==> src/sv/gss_pkg.sv <==
// shared types and constants for the gimbal slew/scan controller
// no dependencies; used by the channel interfaces and the top level
package gss_pkg;

  typedef logic signed [15:0] angle_t;
  typedef logic [14:0]        temp_t;
  typedef logic [15:0]        rate_t;
  typedef logic [2:0]         opcode_t;
  typedef logic [2:0]         mode_t;
  typedef logic [2:0]         fault_t;
  typedef logic [2:0]         reg_idx_t;

  // command opcodes
  localparam opcode_t OP_TICK       = 3'd0;
  localparam opcode_t OP_POWER      = 3'd1;
  localparam opcode_t OP_INIT       = 3'd2;
  localparam opcode_t OP_SET_TARGET = 3'd3;
  localparam opcode_t OP_SCAN_START = 3'd4;
  localparam opcode_t OP_SCAN_STOP  = 3'd5;
  localparam opcode_t OP_FAULT      = 3'd6;
  localparam opcode_t OP_READ       = 3'd7;

  // operating modes
  localparam mode_t MODE_OFFLINE = 3'd0;
  localparam mode_t MODE_INIT    = 3'd1;
  localparam mode_t MODE_READY   = 3'd2;
  localparam mode_t MODE_SCAN    = 3'd3;
  localparam mode_t MODE_FAULT   = 3'd4;

  // fault codes with a meaning of their own
  localparam fault_t FAULT_NONE      = 3'd0;
  localparam fault_t FAULT_OVER_TEMP = 3'd1;

  // register indexes
  localparam reg_idx_t REG_PAN_MIN   = 3'd0;
  localparam reg_idx_t REG_PAN_MAX   = 3'd1;
  localparam reg_idx_t REG_TILT_MIN  = 3'd2;
  localparam reg_idx_t REG_TILT_MAX  = 3'd3;
  localparam reg_idx_t REG_SLEW_RATE = 3'd4;
  localparam reg_idx_t REG_SCAN_RATE = 3'd5;

  // register reset values
  localparam angle_t PAN_MIN_RST   = -16'sd9000;
  localparam angle_t PAN_MAX_RST   = 16'sd9000;
  localparam angle_t TILT_MIN_RST  = -16'sd4500;
  localparam angle_t TILT_MAX_RST  = 16'sd4500;
  localparam rate_t  SLEW_RATE_RST = 16'd6000;
  localparam rate_t  SCAN_RATE_RST = 16'd3000;

  // temperatures in q8 celsius
  localparam temp_t TEMP_IDLE = 15'd7680;   // 30 C
  localparam temp_t TEMP_HOT  = 15'd10752;  // 42 C
  localparam temp_t TEMP_OVER = 15'd24320;  // 95 C

  // 0.15 per second in units of 1/65536
  localparam logic [15:0] TEMP_GAIN = 16'd9830;

  // settle window around zero for leaving initializing, centidegrees
  localparam angle_t NEAR_ZERO = 16'sd5;

endpackage

==> src/sv/gss_cmd_if.sv <==
// command channel of the gimbal controller: valid/ready plus one command beat
// depends on gss_pkg for field types
interface gss_cmd_if;
  logic               valid;
  logic               ready;
  gss_pkg::opcode_t   opcode;
  logic               power_on;
  gss_pkg::angle_t    pan_request;
  gss_pkg::angle_t    tilt_request;
  gss_pkg::fault_t    fault_code;
  logic [15:0]        elapsed_time;

  modport source (
    output valid, opcode, power_on, pan_request, tilt_request, fault_code, elapsed_time,
    input  ready
  );

  modport sink (
    input  valid, opcode, power_on, pan_request, tilt_request, fault_code, elapsed_time,
    output ready
  );
endinterface

==> src/sv/gss_res_if.sv <==
// result channel of the gimbal controller: valid/ready plus one status beat
// depends on gss_pkg for field types
interface gss_res_if;
  logic             valid;
  logic             ready;
  logic             accepted;
  gss_pkg::mode_t   mode;
  gss_pkg::fault_t  active_fault;
  gss_pkg::angle_t  pan_angle;
  gss_pkg::angle_t  tilt_angle;
  gss_pkg::angle_t  pan_target;
  gss_pkg::angle_t  tilt_target;
  gss_pkg::temp_t   temperature;

  modport source (
    output valid, accepted, mode, active_fault, pan_angle, tilt_angle,
           pan_target, tilt_target, temperature,
    input  ready
  );

  modport sink (
    input  valid, accepted, mode, active_fault, pan_angle, tilt_angle,
           pan_target, tilt_target, temperature,
    output ready
  );
endinterface

==> src/sv/gimbal_slew_scan_controller_top.sv <==
// top level of the gimbal slew/scan controller: sequencer, shared multiplier, state
// depends on gss_pkg, gss_cmd_if and gss_res_if

// Pan/tilt gimbal controller. Each command beat on cmd yields exactly one status
// beat on res, showing the state after the command. Non-tick commands (power,
// initialize, set target, scan start/stop, fault, read) go from the cycle that
// accepts the beat straight to the result state, which loads the output register.
// A tick runs through one shared 31x16 multiplier four times in a row (scan
// step, slew step, temperature distance times elapsed time, then times the 0.15/s
// gain); the scan, slew and final temperature products are applied in the cycle
// after they are formed. Either kind of command also waits in the result state
// while the output register still holds an unread beat. cmd.ready is high
// only while the sequencer is idle, so a new command is taken in the cycle after
// the previous result has gone into the output register; that register holds the
// result while res.ready is low, and the next command is already being worked on
// meanwhile. Limits and rates sit on an APB-style port at byte addresses 0,4,...,20
// (pan_min, pan_max, tilt_min, tilt_max, slew_rate, scan_rate); pready is always
// high, and writes are meant to happen only while no command is in flight.
module gimbal_slew_scan_controller_top (
  input  logic        clk,
  input  logic        rst,
  input  logic        psel,
  input  logic        penable,
  input  logic        pwrite,
  input  logic [4:0]  paddr,
  input  logic [31:0] pwdata,
  output logic [31:0] prdata,
  output logic        pready,
  gss_cmd_if.sink     cmd,
  gss_res_if.source   res
);

  // sequencer states
  localparam logic [2:0] S_IDLE       = 3'd0;
  localparam logic [2:0] S_MUL_SCAN   = 3'd1;  // scan_rate * dt
  localparam logic [2:0] S_APPLY_SCAN = 3'd2;  // move pan target, form slew_rate * dt
  localparam logic [2:0] S_APPLY_SLEW = 3'd3;  // move angles, form |distance| * dt
  localparam logic [2:0] S_MUL_TEMP   = 3'd4;  // times the gain
  localparam logic [2:0] S_APPLY_TEMP = 3'd5;  // move temperature
  localparam logic [2:0] S_DONE       = 3'd6;  // load the output register

  // configuration registers
  gss_pkg::angle_t pan_min, pan_max, tilt_min, tilt_max;
  gss_pkg::rate_t  slew_rate, scan_rate;

  // controller state
  logic [2:0]       state;
  gss_pkg::mode_t   mode_reg;
  gss_pkg::fault_t  fault_reg;
  gss_pkg::angle_t  pan_now, tilt_now, pan_goal, tilt_goal;
  logic             scan_backward;
  gss_pkg::temp_t   temp_now;

  // per-command holding registers
  logic             ok_q;
  gss_pkg::opcode_t op_q;
  logic [15:0]      dt_q;
  logic [46:0]      prod;

  // output register
  logic             res_valid;
  logic             out_accepted;
  gss_pkg::mode_t   out_mode;
  gss_pkg::fault_t  out_fault;
  gss_pkg::angle_t  out_pan_angle, out_tilt_angle, out_pan_target, out_tilt_target;
  gss_pkg::temp_t   out_temp;

  // ---------------------------------------------------------------------------
  // configuration port
  // ---------------------------------------------------------------------------
  logic               cfg_wr;
  gss_pkg::reg_idx_t  cfg_idx;

  assign pready  = 1'b1;
  assign cfg_wr  = psel && penable && pwrite;
  assign cfg_idx = paddr[4:2];

  always_ff @(posedge clk) begin
    if (rst) begin
      pan_min   <= gss_pkg::PAN_MIN_RST;
      pan_max   <= gss_pkg::PAN_MAX_RST;
      tilt_min  <= gss_pkg::TILT_MIN_RST;
      tilt_max  <= gss_pkg::TILT_MAX_RST;
      slew_rate <= gss_pkg::SLEW_RATE_RST;
      scan_rate <= gss_pkg::SCAN_RATE_RST;
    end else if (cfg_wr) begin
      case (cfg_idx)
        gss_pkg::REG_PAN_MIN:   pan_min   <= pwdata[15:0];
        gss_pkg::REG_PAN_MAX:   pan_max   <= pwdata[15:0];
        gss_pkg::REG_TILT_MIN:  tilt_min  <= pwdata[15:0];
        gss_pkg::REG_TILT_MAX:  tilt_max  <= pwdata[15:0];
        gss_pkg::REG_SLEW_RATE: slew_rate <= pwdata[15:0];
        gss_pkg::REG_SCAN_RATE: scan_rate <= pwdata[15:0];
        default: ;  // addresses past the register list are ignored
      endcase
    end
  end

  // read back, angles sign extended
  always_comb begin
    unique case (cfg_idx)
      gss_pkg::REG_PAN_MIN:   prdata = {{16{pan_min[15]}}, pan_min};
      gss_pkg::REG_PAN_MAX:   prdata = {{16{pan_max[15]}}, pan_max};
      gss_pkg::REG_TILT_MIN:  prdata = {{16{tilt_min[15]}}, tilt_min};
      gss_pkg::REG_TILT_MAX:  prdata = {{16{tilt_max[15]}}, tilt_max};
      gss_pkg::REG_SLEW_RATE: prdata = {16'd0, slew_rate};
      gss_pkg::REG_SCAN_RATE: prdata = {16'd0, scan_rate};
      default:                prdata = 32'd0;
    endcase
  end

  // ---------------------------------------------------------------------------
  // helpers
  // ---------------------------------------------------------------------------

  // clamp with the min test first, so reversed limits give min below min, else max
  function automatic gss_pkg::angle_t clamp_to(gss_pkg::angle_t x, gss_pkg::angle_t lo,
                                               gss_pkg::angle_t hi);
    gss_pkg::angle_t r;
    if (x < lo)      r = lo;
    else if (x < hi) r = x;
    else             r = hi;
    return r;
  endfunction

  // move cur toward goal by at most s
  function automatic gss_pkg::angle_t slew_to(gss_pkg::angle_t cur, gss_pkg::angle_t goal,
                                              logic [16:0] s);
    logic signed [17:0] d;
    logic signed [17:0] sp;
    d  = {{2{goal[15]}}, goal} - {{2{cur[15]}}, cur};
    sp = {1'b0, s};
    if (d > sp)  d = sp;
    if (d < -sp) d = -sp;
    return cur + d[15:0];
  endfunction

  function automatic logic near_zero(gss_pkg::angle_t a);
    return (a <= gss_pkg::NEAR_ZERO) && (a >= -gss_pkg::NEAR_ZERO);
  endfunction

  // ---------------------------------------------------------------------------
  // shared multiplier, product registered every cycle
  // ---------------------------------------------------------------------------
  logic [30:0] mul_a;
  logic [15:0] mul_b;
  logic [46:0] mul_p;

  // temperature distance, valid while temp_now and mode_reg hold
  gss_pkg::temp_t      temp_target;
  logic signed [16:0]  temp_dist;
  logic signed [16:0]  dist_neg;
  logic [15:0]         mag;

  assign temp_target = (mode_reg == gss_pkg::MODE_SCAN) ? gss_pkg::TEMP_HOT
                                                        : gss_pkg::TEMP_IDLE;
  assign temp_dist   = {2'b00, temp_target} - {2'b00, temp_now};
  assign dist_neg    = -temp_dist;
  assign mag         = temp_dist[16] ? dist_neg[15:0] : temp_dist[15:0];

  always_comb begin
    unique case (state)
      S_MUL_SCAN: begin
        mul_a = {15'd0, scan_rate};
        mul_b = dt_q;
      end
      S_APPLY_SCAN: begin
        mul_a = {15'd0, slew_rate};
        mul_b = dt_q;
      end
      S_APPLY_SLEW: begin
        mul_a = {15'd0, mag};
        mul_b = dt_q;
      end
      S_MUL_TEMP: begin
        mul_a = prod[30:0];
        mul_b = gss_pkg::TEMP_GAIN;
      end
      default: begin
        mul_a = 31'd0;
        mul_b = 16'd0;
      end
    endcase
  end

  assign mul_p = {16'd0, mul_a} * {31'd0, mul_b};

  always_ff @(posedge clk) begin
    prod <= mul_p;
  end

  // ---------------------------------------------------------------------------
  // tick datapath off the registered product
  // ---------------------------------------------------------------------------
  logic [46:0]        step_rnd;
  logic [16:0]        step;
  logic signed [18:0] scan_g;
  logic signed [18:0] pan_min_x, pan_max_x;
  logic               scan_hit_max, scan_hit_min;
  gss_pkg::angle_t    scan_goal_next;
  gss_pkg::angle_t    pan_slew, tilt_slew;
  logic [46:0]        temp_rnd;
  gss_pkg::temp_t     temp_delta;
  gss_pkg::temp_t     temp_apply;

  // round half up to whole centidegrees
  assign step_rnd = prod + 47'd32768;
  assign step     = step_rnd[32:16];

  assign pan_min_x = {{3{pan_min[15]}}, pan_min};
  assign pan_max_x = {{3{pan_max[15]}}, pan_max};
  assign scan_g    = scan_backward ? ({{3{pan_goal[15]}}, pan_goal} - {2'b00, step})
                                   : ({{3{pan_goal[15]}}, pan_goal} + {2'b00, step});

  // upper bound wins when both limits are crossed
  assign scan_hit_max   = scan_g >= pan_max_x;
  assign scan_hit_min   = scan_g <= pan_min_x;
  assign scan_goal_next = scan_hit_max ? pan_max :
                          scan_hit_min ? pan_min : scan_g[15:0];

  assign pan_slew  = slew_to(pan_now, pan_goal, step);
  assign tilt_slew = slew_to(tilt_now, tilt_goal, step);

  // drop the 32 fraction bits with round half up
  assign temp_rnd   = prod + 47'd2147483648;
  assign temp_delta = temp_rnd[46:32];
  assign temp_apply = temp_dist[16] ? (temp_now - temp_delta) : (temp_now + temp_delta);

  // ---------------------------------------------------------------------------
  // sequencer and controller state
  // ---------------------------------------------------------------------------
  logic motion_ok;
  assign motion_ok = (mode_reg == gss_pkg::MODE_READY) || (mode_reg == gss_pkg::MODE_SCAN);

  assign cmd.ready = (state == S_IDLE);

  always_ff @(posedge clk) begin
    if (rst) begin
      state         <= S_IDLE;
      mode_reg      <= gss_pkg::MODE_OFFLINE;
      fault_reg     <= gss_pkg::FAULT_NONE;
      pan_now       <= '0;
      tilt_now      <= '0;
      pan_goal      <= '0;
      tilt_goal     <= '0;
      scan_backward <= 1'b0;
      temp_now      <= gss_pkg::TEMP_IDLE;
      res_valid     <= 1'b0;
      ok_q          <= 1'b0;
      op_q          <= gss_pkg::OP_TICK;
    end else begin
      // the result state reloads the register itself when the old beat leaves
      if (res_valid && res.ready && state != S_DONE) begin
        res_valid <= 1'b0;
      end

      unique case (state)
        S_IDLE: begin
          if (cmd.valid) begin
            dt_q  <= cmd.elapsed_time;
            op_q  <= cmd.opcode;
            ok_q  <= 1'b1;
            state <= S_DONE;
            case (cmd.opcode)
              gss_pkg::OP_TICK: begin
                state <= S_MUL_SCAN;
              end
              gss_pkg::OP_POWER: begin
                if (!cmd.power_on) begin
                  mode_reg  <= gss_pkg::MODE_OFFLINE;
                  fault_reg <= gss_pkg::FAULT_NONE;
                end else if (mode_reg == gss_pkg::MODE_OFFLINE) begin
                  mode_reg <= gss_pkg::MODE_READY;
                end else begin
                  ok_q <= (mode_reg != gss_pkg::MODE_FAULT);
                end
              end
              gss_pkg::OP_INIT: begin
                if (mode_reg == gss_pkg::MODE_OFFLINE) begin
                  ok_q <= 1'b0;
                end else begin
                  fault_reg <= gss_pkg::FAULT_NONE;
                  pan_goal  <= '0;
                  tilt_goal <= '0;
                  mode_reg  <= gss_pkg::MODE_INIT;
                end
              end
              gss_pkg::OP_SET_TARGET: begin
                if (!motion_ok) begin
                  ok_q <= 1'b0;
                end else begin
                  pan_goal  <= clamp_to(cmd.pan_request, pan_min, pan_max);
                  tilt_goal <= clamp_to(cmd.tilt_request, tilt_min, tilt_max);
                  mode_reg  <= gss_pkg::MODE_READY;
                end
              end
              gss_pkg::OP_SCAN_START: begin
                if (!motion_ok) ok_q <= 1'b0;
                else            mode_reg <= gss_pkg::MODE_SCAN;
              end
              gss_pkg::OP_SCAN_STOP: begin
                if (mode_reg != gss_pkg::MODE_SCAN) begin
                  ok_q <= 1'b0;
                end else begin
                  pan_goal <= pan_now;
                  mode_reg <= gss_pkg::MODE_READY;
                end
              end
              gss_pkg::OP_FAULT: begin
                fault_reg <= cmd.fault_code;
                if (cmd.fault_code == gss_pkg::FAULT_OVER_TEMP) begin
                  temp_now <= gss_pkg::TEMP_OVER;
                end
                if (cmd.fault_code == gss_pkg::FAULT_NONE) begin
                  if (mode_reg != gss_pkg::MODE_OFFLINE) mode_reg <= gss_pkg::MODE_READY;
                end else begin
                  mode_reg <= gss_pkg::MODE_FAULT;
                end
              end
              gss_pkg::OP_READ: ;  // snapshot only
              default: ;
            endcase
          end
        end

        S_MUL_SCAN: begin
          state <= S_APPLY_SCAN;
        end

        S_APPLY_SCAN: begin
          if (mode_reg == gss_pkg::MODE_SCAN) begin
            pan_goal <= scan_goal_next;
            if (scan_hit_max)      scan_backward <= 1'b1;
            else if (scan_hit_min) scan_backward <= 1'b0;
          end
          state <= S_APPLY_SLEW;
        end

        S_APPLY_SLEW: begin
          // no motion while offline or faulted
          if (mode_reg != gss_pkg::MODE_OFFLINE && mode_reg != gss_pkg::MODE_FAULT) begin
            pan_now  <= pan_slew;
            tilt_now <= tilt_slew;
            if (mode_reg == gss_pkg::MODE_INIT && near_zero(pan_slew) &&
                near_zero(tilt_slew)) begin
              mode_reg <= gss_pkg::MODE_READY;
            end
          end
          state <= S_MUL_TEMP;
        end

        S_MUL_TEMP: begin
          state <= S_APPLY_TEMP;
        end

        S_APPLY_TEMP: begin
          temp_now <= temp_apply;
          state    <= S_DONE;
        end

        S_DONE: begin
          // wait for the output register to free up
          if (!res_valid || res.ready) begin
            res_valid       <= 1'b1;
            out_accepted    <= ok_q;
            out_mode        <= mode_reg;
            out_fault       <= fault_reg;
            out_pan_angle   <= pan_now;
            out_tilt_angle  <= tilt_now;
            out_pan_target  <= pan_goal;
            out_tilt_target <= tilt_goal;
            out_temp        <= temp_now;
            state           <= S_IDLE;
          end
        end

        default: begin
          state <= S_IDLE;
        end
      endcase
    end
  end

  assign res.valid        = res_valid;
  assign res.accepted     = out_accepted;
  assign res.mode         = out_mode;
  assign res.active_fault = out_fault;
  assign res.pan_angle    = out_pan_angle;
  assign res.tilt_angle   = out_tilt_angle;
  assign res.pan_target   = out_pan_target;
  assign res.tilt_target  = out_tilt_target;
  assign res.temperature  = out_temp;

  // ---------------------------------------------------------------------------
  // assertions
  // ---------------------------------------------------------------------------

  // commands other than tick need no arithmetic pass
  a_cmd_short: assert property (@(posedge clk) disable iff (rst)
    (cmd.valid && cmd.ready && cmd.opcode != gss_pkg::OP_TICK) |=> (state == S_DONE))
    else $error("non-tick command did not go straight to result");

  // a tick is never rejected
  a_tick_ok: assert property (@(posedge clk) disable iff (rst)
    (state == S_DONE && op_q == gss_pkg::OP_TICK) |-> ok_q)
    else $error("tick result marked as rejected");

  // exponential approach keeps the temperature between the idle target and the over-temperature value
  a_temp_range: assert property (@(posedge clk) disable iff (rst)
    (temp_now >= gss_pkg::TEMP_IDLE) && (temp_now <= gss_pkg::TEMP_OVER))
    else $error("temperature left its range");

  // angles move only in the slew step
  a_angle_hold: assert property (@(posedge clk) disable iff (rst)
    (state != S_APPLY_SLEW) |=> ($stable(pan_now) && $stable(tilt_now)))
    else $error("angle changed outside slew step");

  // a new result beat is only raised from the result state
  a_res_source: assert property (@(posedge clk) disable iff (rst)
    $rose(res_valid) |-> ($past(state) == S_DONE))
    else $error("result raised outside result state");

endmodule
==> src/flat_wrapper.sv <==
// flat-port wrapper written by rule: the top's interface ports become plain ports
module gimbal_slew_scan_controller_top_flat 
  (clk, rst, psel, penable, pwrite, paddr, pwdata, prdata, pready, cmd_valid, cmd_opcode, cmd_power_on, cmd_pan_request, cmd_tilt_request, cmd_fault_code, cmd_elapsed_time, cmd_ready, res_valid, res_accepted, res_mode, res_active_fault, res_pan_angle, res_tilt_angle, res_pan_target, res_tilt_target, res_temperature, res_ready);
  gss_cmd_if cmd_i ();
  gss_res_if res_i ();
  input  logic clk;
  input  logic rst;
  input  logic psel;
  input  logic penable;
  input  logic pwrite;
  input  logic [4:0] paddr;
  input  logic [31:0] pwdata;
  output logic [31:0] prdata;
  output logic pready;
  input wire logic [$bits(cmd_i.valid)-1:0] cmd_valid;
  input wire logic [$bits(cmd_i.opcode)-1:0] cmd_opcode;
  input wire logic [$bits(cmd_i.power_on)-1:0] cmd_power_on;
  input wire logic [$bits(cmd_i.pan_request)-1:0] cmd_pan_request;
  input wire logic [$bits(cmd_i.tilt_request)-1:0] cmd_tilt_request;
  input wire logic [$bits(cmd_i.fault_code)-1:0] cmd_fault_code;
  input wire logic [$bits(cmd_i.elapsed_time)-1:0] cmd_elapsed_time;
  output wire logic [$bits(cmd_i.ready)-1:0] cmd_ready;
  output wire logic [$bits(res_i.valid)-1:0] res_valid;
  output wire logic [$bits(res_i.accepted)-1:0] res_accepted;
  output wire logic [$bits(res_i.mode)-1:0] res_mode;
  output wire logic [$bits(res_i.active_fault)-1:0] res_active_fault;
  output wire logic [$bits(res_i.pan_angle)-1:0] res_pan_angle;
  output wire logic [$bits(res_i.tilt_angle)-1:0] res_tilt_angle;
  output wire logic [$bits(res_i.pan_target)-1:0] res_pan_target;
  output wire logic [$bits(res_i.tilt_target)-1:0] res_tilt_target;
  output wire logic [$bits(res_i.temperature)-1:0] res_temperature;
  input wire logic [$bits(res_i.ready)-1:0] res_ready;
  assign cmd_i.valid = cmd_valid;
  assign cmd_i.opcode = cmd_opcode;
  assign cmd_i.power_on = cmd_power_on;
  assign cmd_i.pan_request = cmd_pan_request;
  assign cmd_i.tilt_request = cmd_tilt_request;
  assign cmd_i.fault_code = cmd_fault_code;
  assign cmd_i.elapsed_time = cmd_elapsed_time;
  assign cmd_ready = cmd_i.ready;
  assign res_valid = res_i.valid;
  assign res_accepted = res_i.accepted;
  assign res_mode = res_i.mode;
  assign res_active_fault = res_i.active_fault;
  assign res_pan_angle = res_i.pan_angle;
  assign res_tilt_angle = res_i.tilt_angle;
  assign res_pan_target = res_i.pan_target;
  assign res_tilt_target = res_i.tilt_target;
  assign res_temperature = res_i.temperature;
  assign res_i.ready = res_ready;
  gimbal_slew_scan_controller_top u_core (.clk(clk), .rst(rst), .psel(psel), .penable(penable), .pwrite(pwrite), .paddr(paddr), .pwdata(pwdata), .prdata(prdata), .pready(pready), .cmd(cmd_i), .res(res_i));
endmodule
==> config.mk <==
export PLATFORM = sky130hd
export DESIGN_NAME = gimbal_slew_scan_controller_top_flat
export DESIGN_NICKNAME = d
export VERILOG_FILES = /design/src/sv/gss_pkg.sv /design/src/sv/gss_cmd_if.sv /design/src/sv/gss_res_if.sv /design/src/sv/gimbal_slew_scan_controller_top.sv /design/src/flat_wrapper.sv
export SDC_FILE = /design/constraint.sdc
export NUM_CORES = 2
export LEC_CHECK = 0
export ABC_CLOCK_PERIOD_IN_PS = 22700
export BUFFER_PORTS_ARGS = -buffer_cell sky130_fd_sc_hd__buf_2
export CAP_MARGIN = 20
export CORE_MARGIN = 10
export CORE_UTILIZATION = 35
export DETAILED_ROUTE_END_ITERATION = 10
export SETUP_SLACK_MARGIN = 0.05
export SLEW_MARGIN = 5
export SYNTH_ARGS = -nofsm -noshare
export SYNTH_HDL_FRONTEND = slang
export SYNTH_SLANG_ARGS = --single-unit
export TNS_END_PERCENT = 100
==> constraint.sdc <==
create_clock -name clk -period 22.7 [get_ports clk]
set_input_delay 2.27 -clock clk [delete_from_list [all_inputs] [get_ports clk]]
set_output_delay 2.27 -clock clk [all_outputs]
set_load 0.05 [all_outputs]
==> metrics.csv <==
metric,value,unit
Final nets,5522,
critical path peak fanout,26,
hold path start,u_core.fault_reg[0]$_SDFFE_PP0P_,
post-synthesis simple-gate area fraction,15.6,%
setup repair bufs after CTS,0,
period utilisation layout,46.5,%
Largest register FFs,47,
syn_area_per_cell,8.74,sq um
post-synth top area cell,fa_1,
DRT Pass-1 Iters,5,
worst min path class,flop to flop,
"count leader, synth",inv_1,
max-slew violations,0,
maxcap violations,0,
Clock transition at path regs,0.07,ns
Post-synth EDFFs,102,
WP data required,23.21,ns
die area,123000,sq um
Worst R2R Start,u_core.mode_reg[1]$_SDFFE_PP0P_,
root buffer cell,clkbuf_16,
total CTS buffers,40,
Post-CTS Hold Fix Bufs,0,
final routed wire length divided by cell count,20.5,um
RSZ-0062 raised after global routing,no,
r2r worst-path depth,31,
input/output buffers,200,
"Primary FF master, synth",dfxtp_1,
CP peak stage delay,0.79,ns
async set-reset flop share out of synthesis,0,%
"wirelength, routed",125000,um
r2r setup slk,12.15,ns
VDD IR max,0.253,mV
initial DRC count,2303,
Die H,350,um
cell count after synthesis,4373,
post-cts resize count,0,
Clock H-tree levels,2,
fill cell count,11000,
top cell type's share of synthesized area,21.5,%
Initial Util,35.2,%
CP max-delay cell,a221o_1,
Vias/cell,5.26,
Worst Max-Slew Pin Slew,1.25,ns
adder-cell area share of the yosys netlist,34.1,%
remaining global-route overflow,0,
Synth area leaders,"fa_1 21%, ha_1 13%, dfxtp_1 12%, edfxtp_1 8.0%, inv_1 6.1%",
share of cells above drive strength 1,8.09,%
row count,121,
leakage power,19.4,nW
Synth Area in Compound Gates,15.1,%
hold endpoint,u_core.res.active_fault[0]$_DFFE_PP_,
Max Clock Skew,0.0270,ns
register bit total from synthesis,336,
vias,32000,
buffer depth of the longest clock path,3,
final hold vios,0,
core area,109000,sq um
warnings from Yosys,0,
# setup viols final,0,
post-route ant nets,0,
Hold Path Depth,0,
"top cells by count, synth","619 x inv_1, 536 x nand2_1, 410 x fa_1",
reg-to-reg endpoint,u_core.prod[42]$_DFF_P_,
relative slew slack,16.5,%
unique cell type count in the Yosys netlist,88,
Crit. Startpoint,u_core.mode_reg[1]$_SDFFE_PP0P_,
TritonCTS sink count,336,
post-place setup slack,12.22,ns
number of global-route vias before repair,31800,
Pwr per Cell Area,176,nW/um^2
die width,350,um
initial antenna violation count,11,
mux contribution to synthesized area,2.17,%
largest family of logic cells by synthesized area,adder cells,
Fmax,94.8,MHz
"Seq/Total Area, Yosys",20.3,%
minimum clock period after layout,10.55,ns
first-pass GRT wire length,192000,um
DRC Markers,0,
"Clk Latency, worst-skew pair",0.63,ns
Final WS setup,12.15,ns
post-synthesis xor/xnor area fraction,4.83,%
"most used cell, CP",fa_1,
dpl hpwl,102000,um
placed cell area,41200,sq um
Layout area overhead,11.3,%
TritonCTS clock tree,done,
outcome,"finished, final reports clean",
Setup Crit Path Kind,flop to flop,
final instance area,42500,sq um
synthesized cell area,38200,sq um
largest net degree at the start of global routing,72,
GR Util All Layers,20.1,%
I/O pins,220,
Setup TNS,0,ns
Critical Path End Type,flop,
largest reg by FF count,u_core.prod,
crit path launch type,flop,
crit path DAT,11.06,ns
RePlAce Congestion,0.955,
stage by stage:
step	utilization [%]	hold WS, ns	total power [mW]	instances
2_1_floorplan	-	0.406	5.27	4507
3_3_place_gp	37.9	0.416	6.73	6000
3_5_place_dp	37.9	0.423	6.73	6000
5_1_grt	39.1	0.453	8.29	6075
6_report	39.1	0.433	7.47	6083
4_1_cts	39.1	0.436	7.48	6074
critical path: cells and delay by family, from the launching register on:
family	cells	cell delay, ns
buffers and inverters	4	0.25
adder cells (fa/ha/maj)	8	4.02
AND/OR/NAND/NOR	3	1.39
flip-flops	1	0.59
XOR/XNOR	2	0.47
AO/OA/AOI/OAI	14	3.66
logic make-up after synthesis:
family / Yosys count
AOI/OAI and AO/OA: 869
xor gates and xnor gates: 209
adders and majority gates: 795
buffers and inverters: 789
DFF: 336
muxes: 81
other: 2
and+or+nand+nor: 1292
power breakdown:
group / internal (mW) / total, mW / switching, mW
clock: 0.369 / 0.664 / 0.295
combinational: 2.44 / 5.97 / 3.53
sequential: 0.744 / 0.829 / 0.0854
total: 3.55 / 7.47 / 3.91
area by class of cell:
cell class | count | area, sq um | share of cell area, %
Multi-Input combinational cell | 3382 | 28000 | 65.8
Sequential cell | 336 | 7750 | 18.2
Inverter | 620 | 2330 | 5.47
Tap cell | 1414 | 1770 | 4.16
Timing Repair Buffer | 248 | 1360 | 3.21
Clock buffer | 49 | 1040 | 2.46
Clock inverter | 25 | 278 | 0.653
Antenna cell | 9 | 22.5 | 0.0529
layout by cell type (no fill, tap or decap), types with 11 or more instances in the layout:
cell type and instances:
nand3b_1 19, o211ai_1 23, a221oi_1 17, a21oi_1 252, o21bai_1 24, nor2_1 290, buf_4 49, o21ai_0 125
dfxtp_1 234, xor2_1 73, buf_2 199, a21o_1 71, nor3_1 51, xnor2_1 135, a211oi_1 39, mux2i_1 66
inv_1 619, a32oi_1 15, o21a_1 40, conb_1 136, nor2b_1 64, and3_1 23, a22oi_1 83, nand3_1 88
nand2_1 536, and2_1 39, ha_1 385, fa_1 410, a211o_1 43, or3_1 20, nand4_1 35, nor4_1 17
a31oi_1 23, o221ai_1 11, mux2_2 15, edfxtp_1 102, nand2b_1 36, clkbuf_16 40, o31ai_1 13
metal layers:
layer	track usage, %	vias to the layer above	part of all wire [%]
met1	26.1	15600	43
met4	8.36	6	4.3
met3	3.75	241	7.0
met2	32.7	1006	46
li1	-	15100	-
met5	0	-	0.029
worst max path at each step:
stage / depth (start not counted) / to / slack, ns
after floorplan: 3 / u_core.res.accepted$_DFFE_PP_ / 13.59
after global placement: 31 / u_core.prod[42]$_DFF_P_ / 12.18
after detailed placement: 31 / u_core.prod[42]$_DFF_P_ / 12.22
after CTS: 29 / u_core.prod[43]$_DFF_P_ / 12.19
after global routing: 31 / u_core.prod[42]$_DFF_P_ / 11.45
final: 31 / u_core.prod[42]$_DFF_P_ / 12.15
No activity file was read; power rests on OpenSTA's default activity.
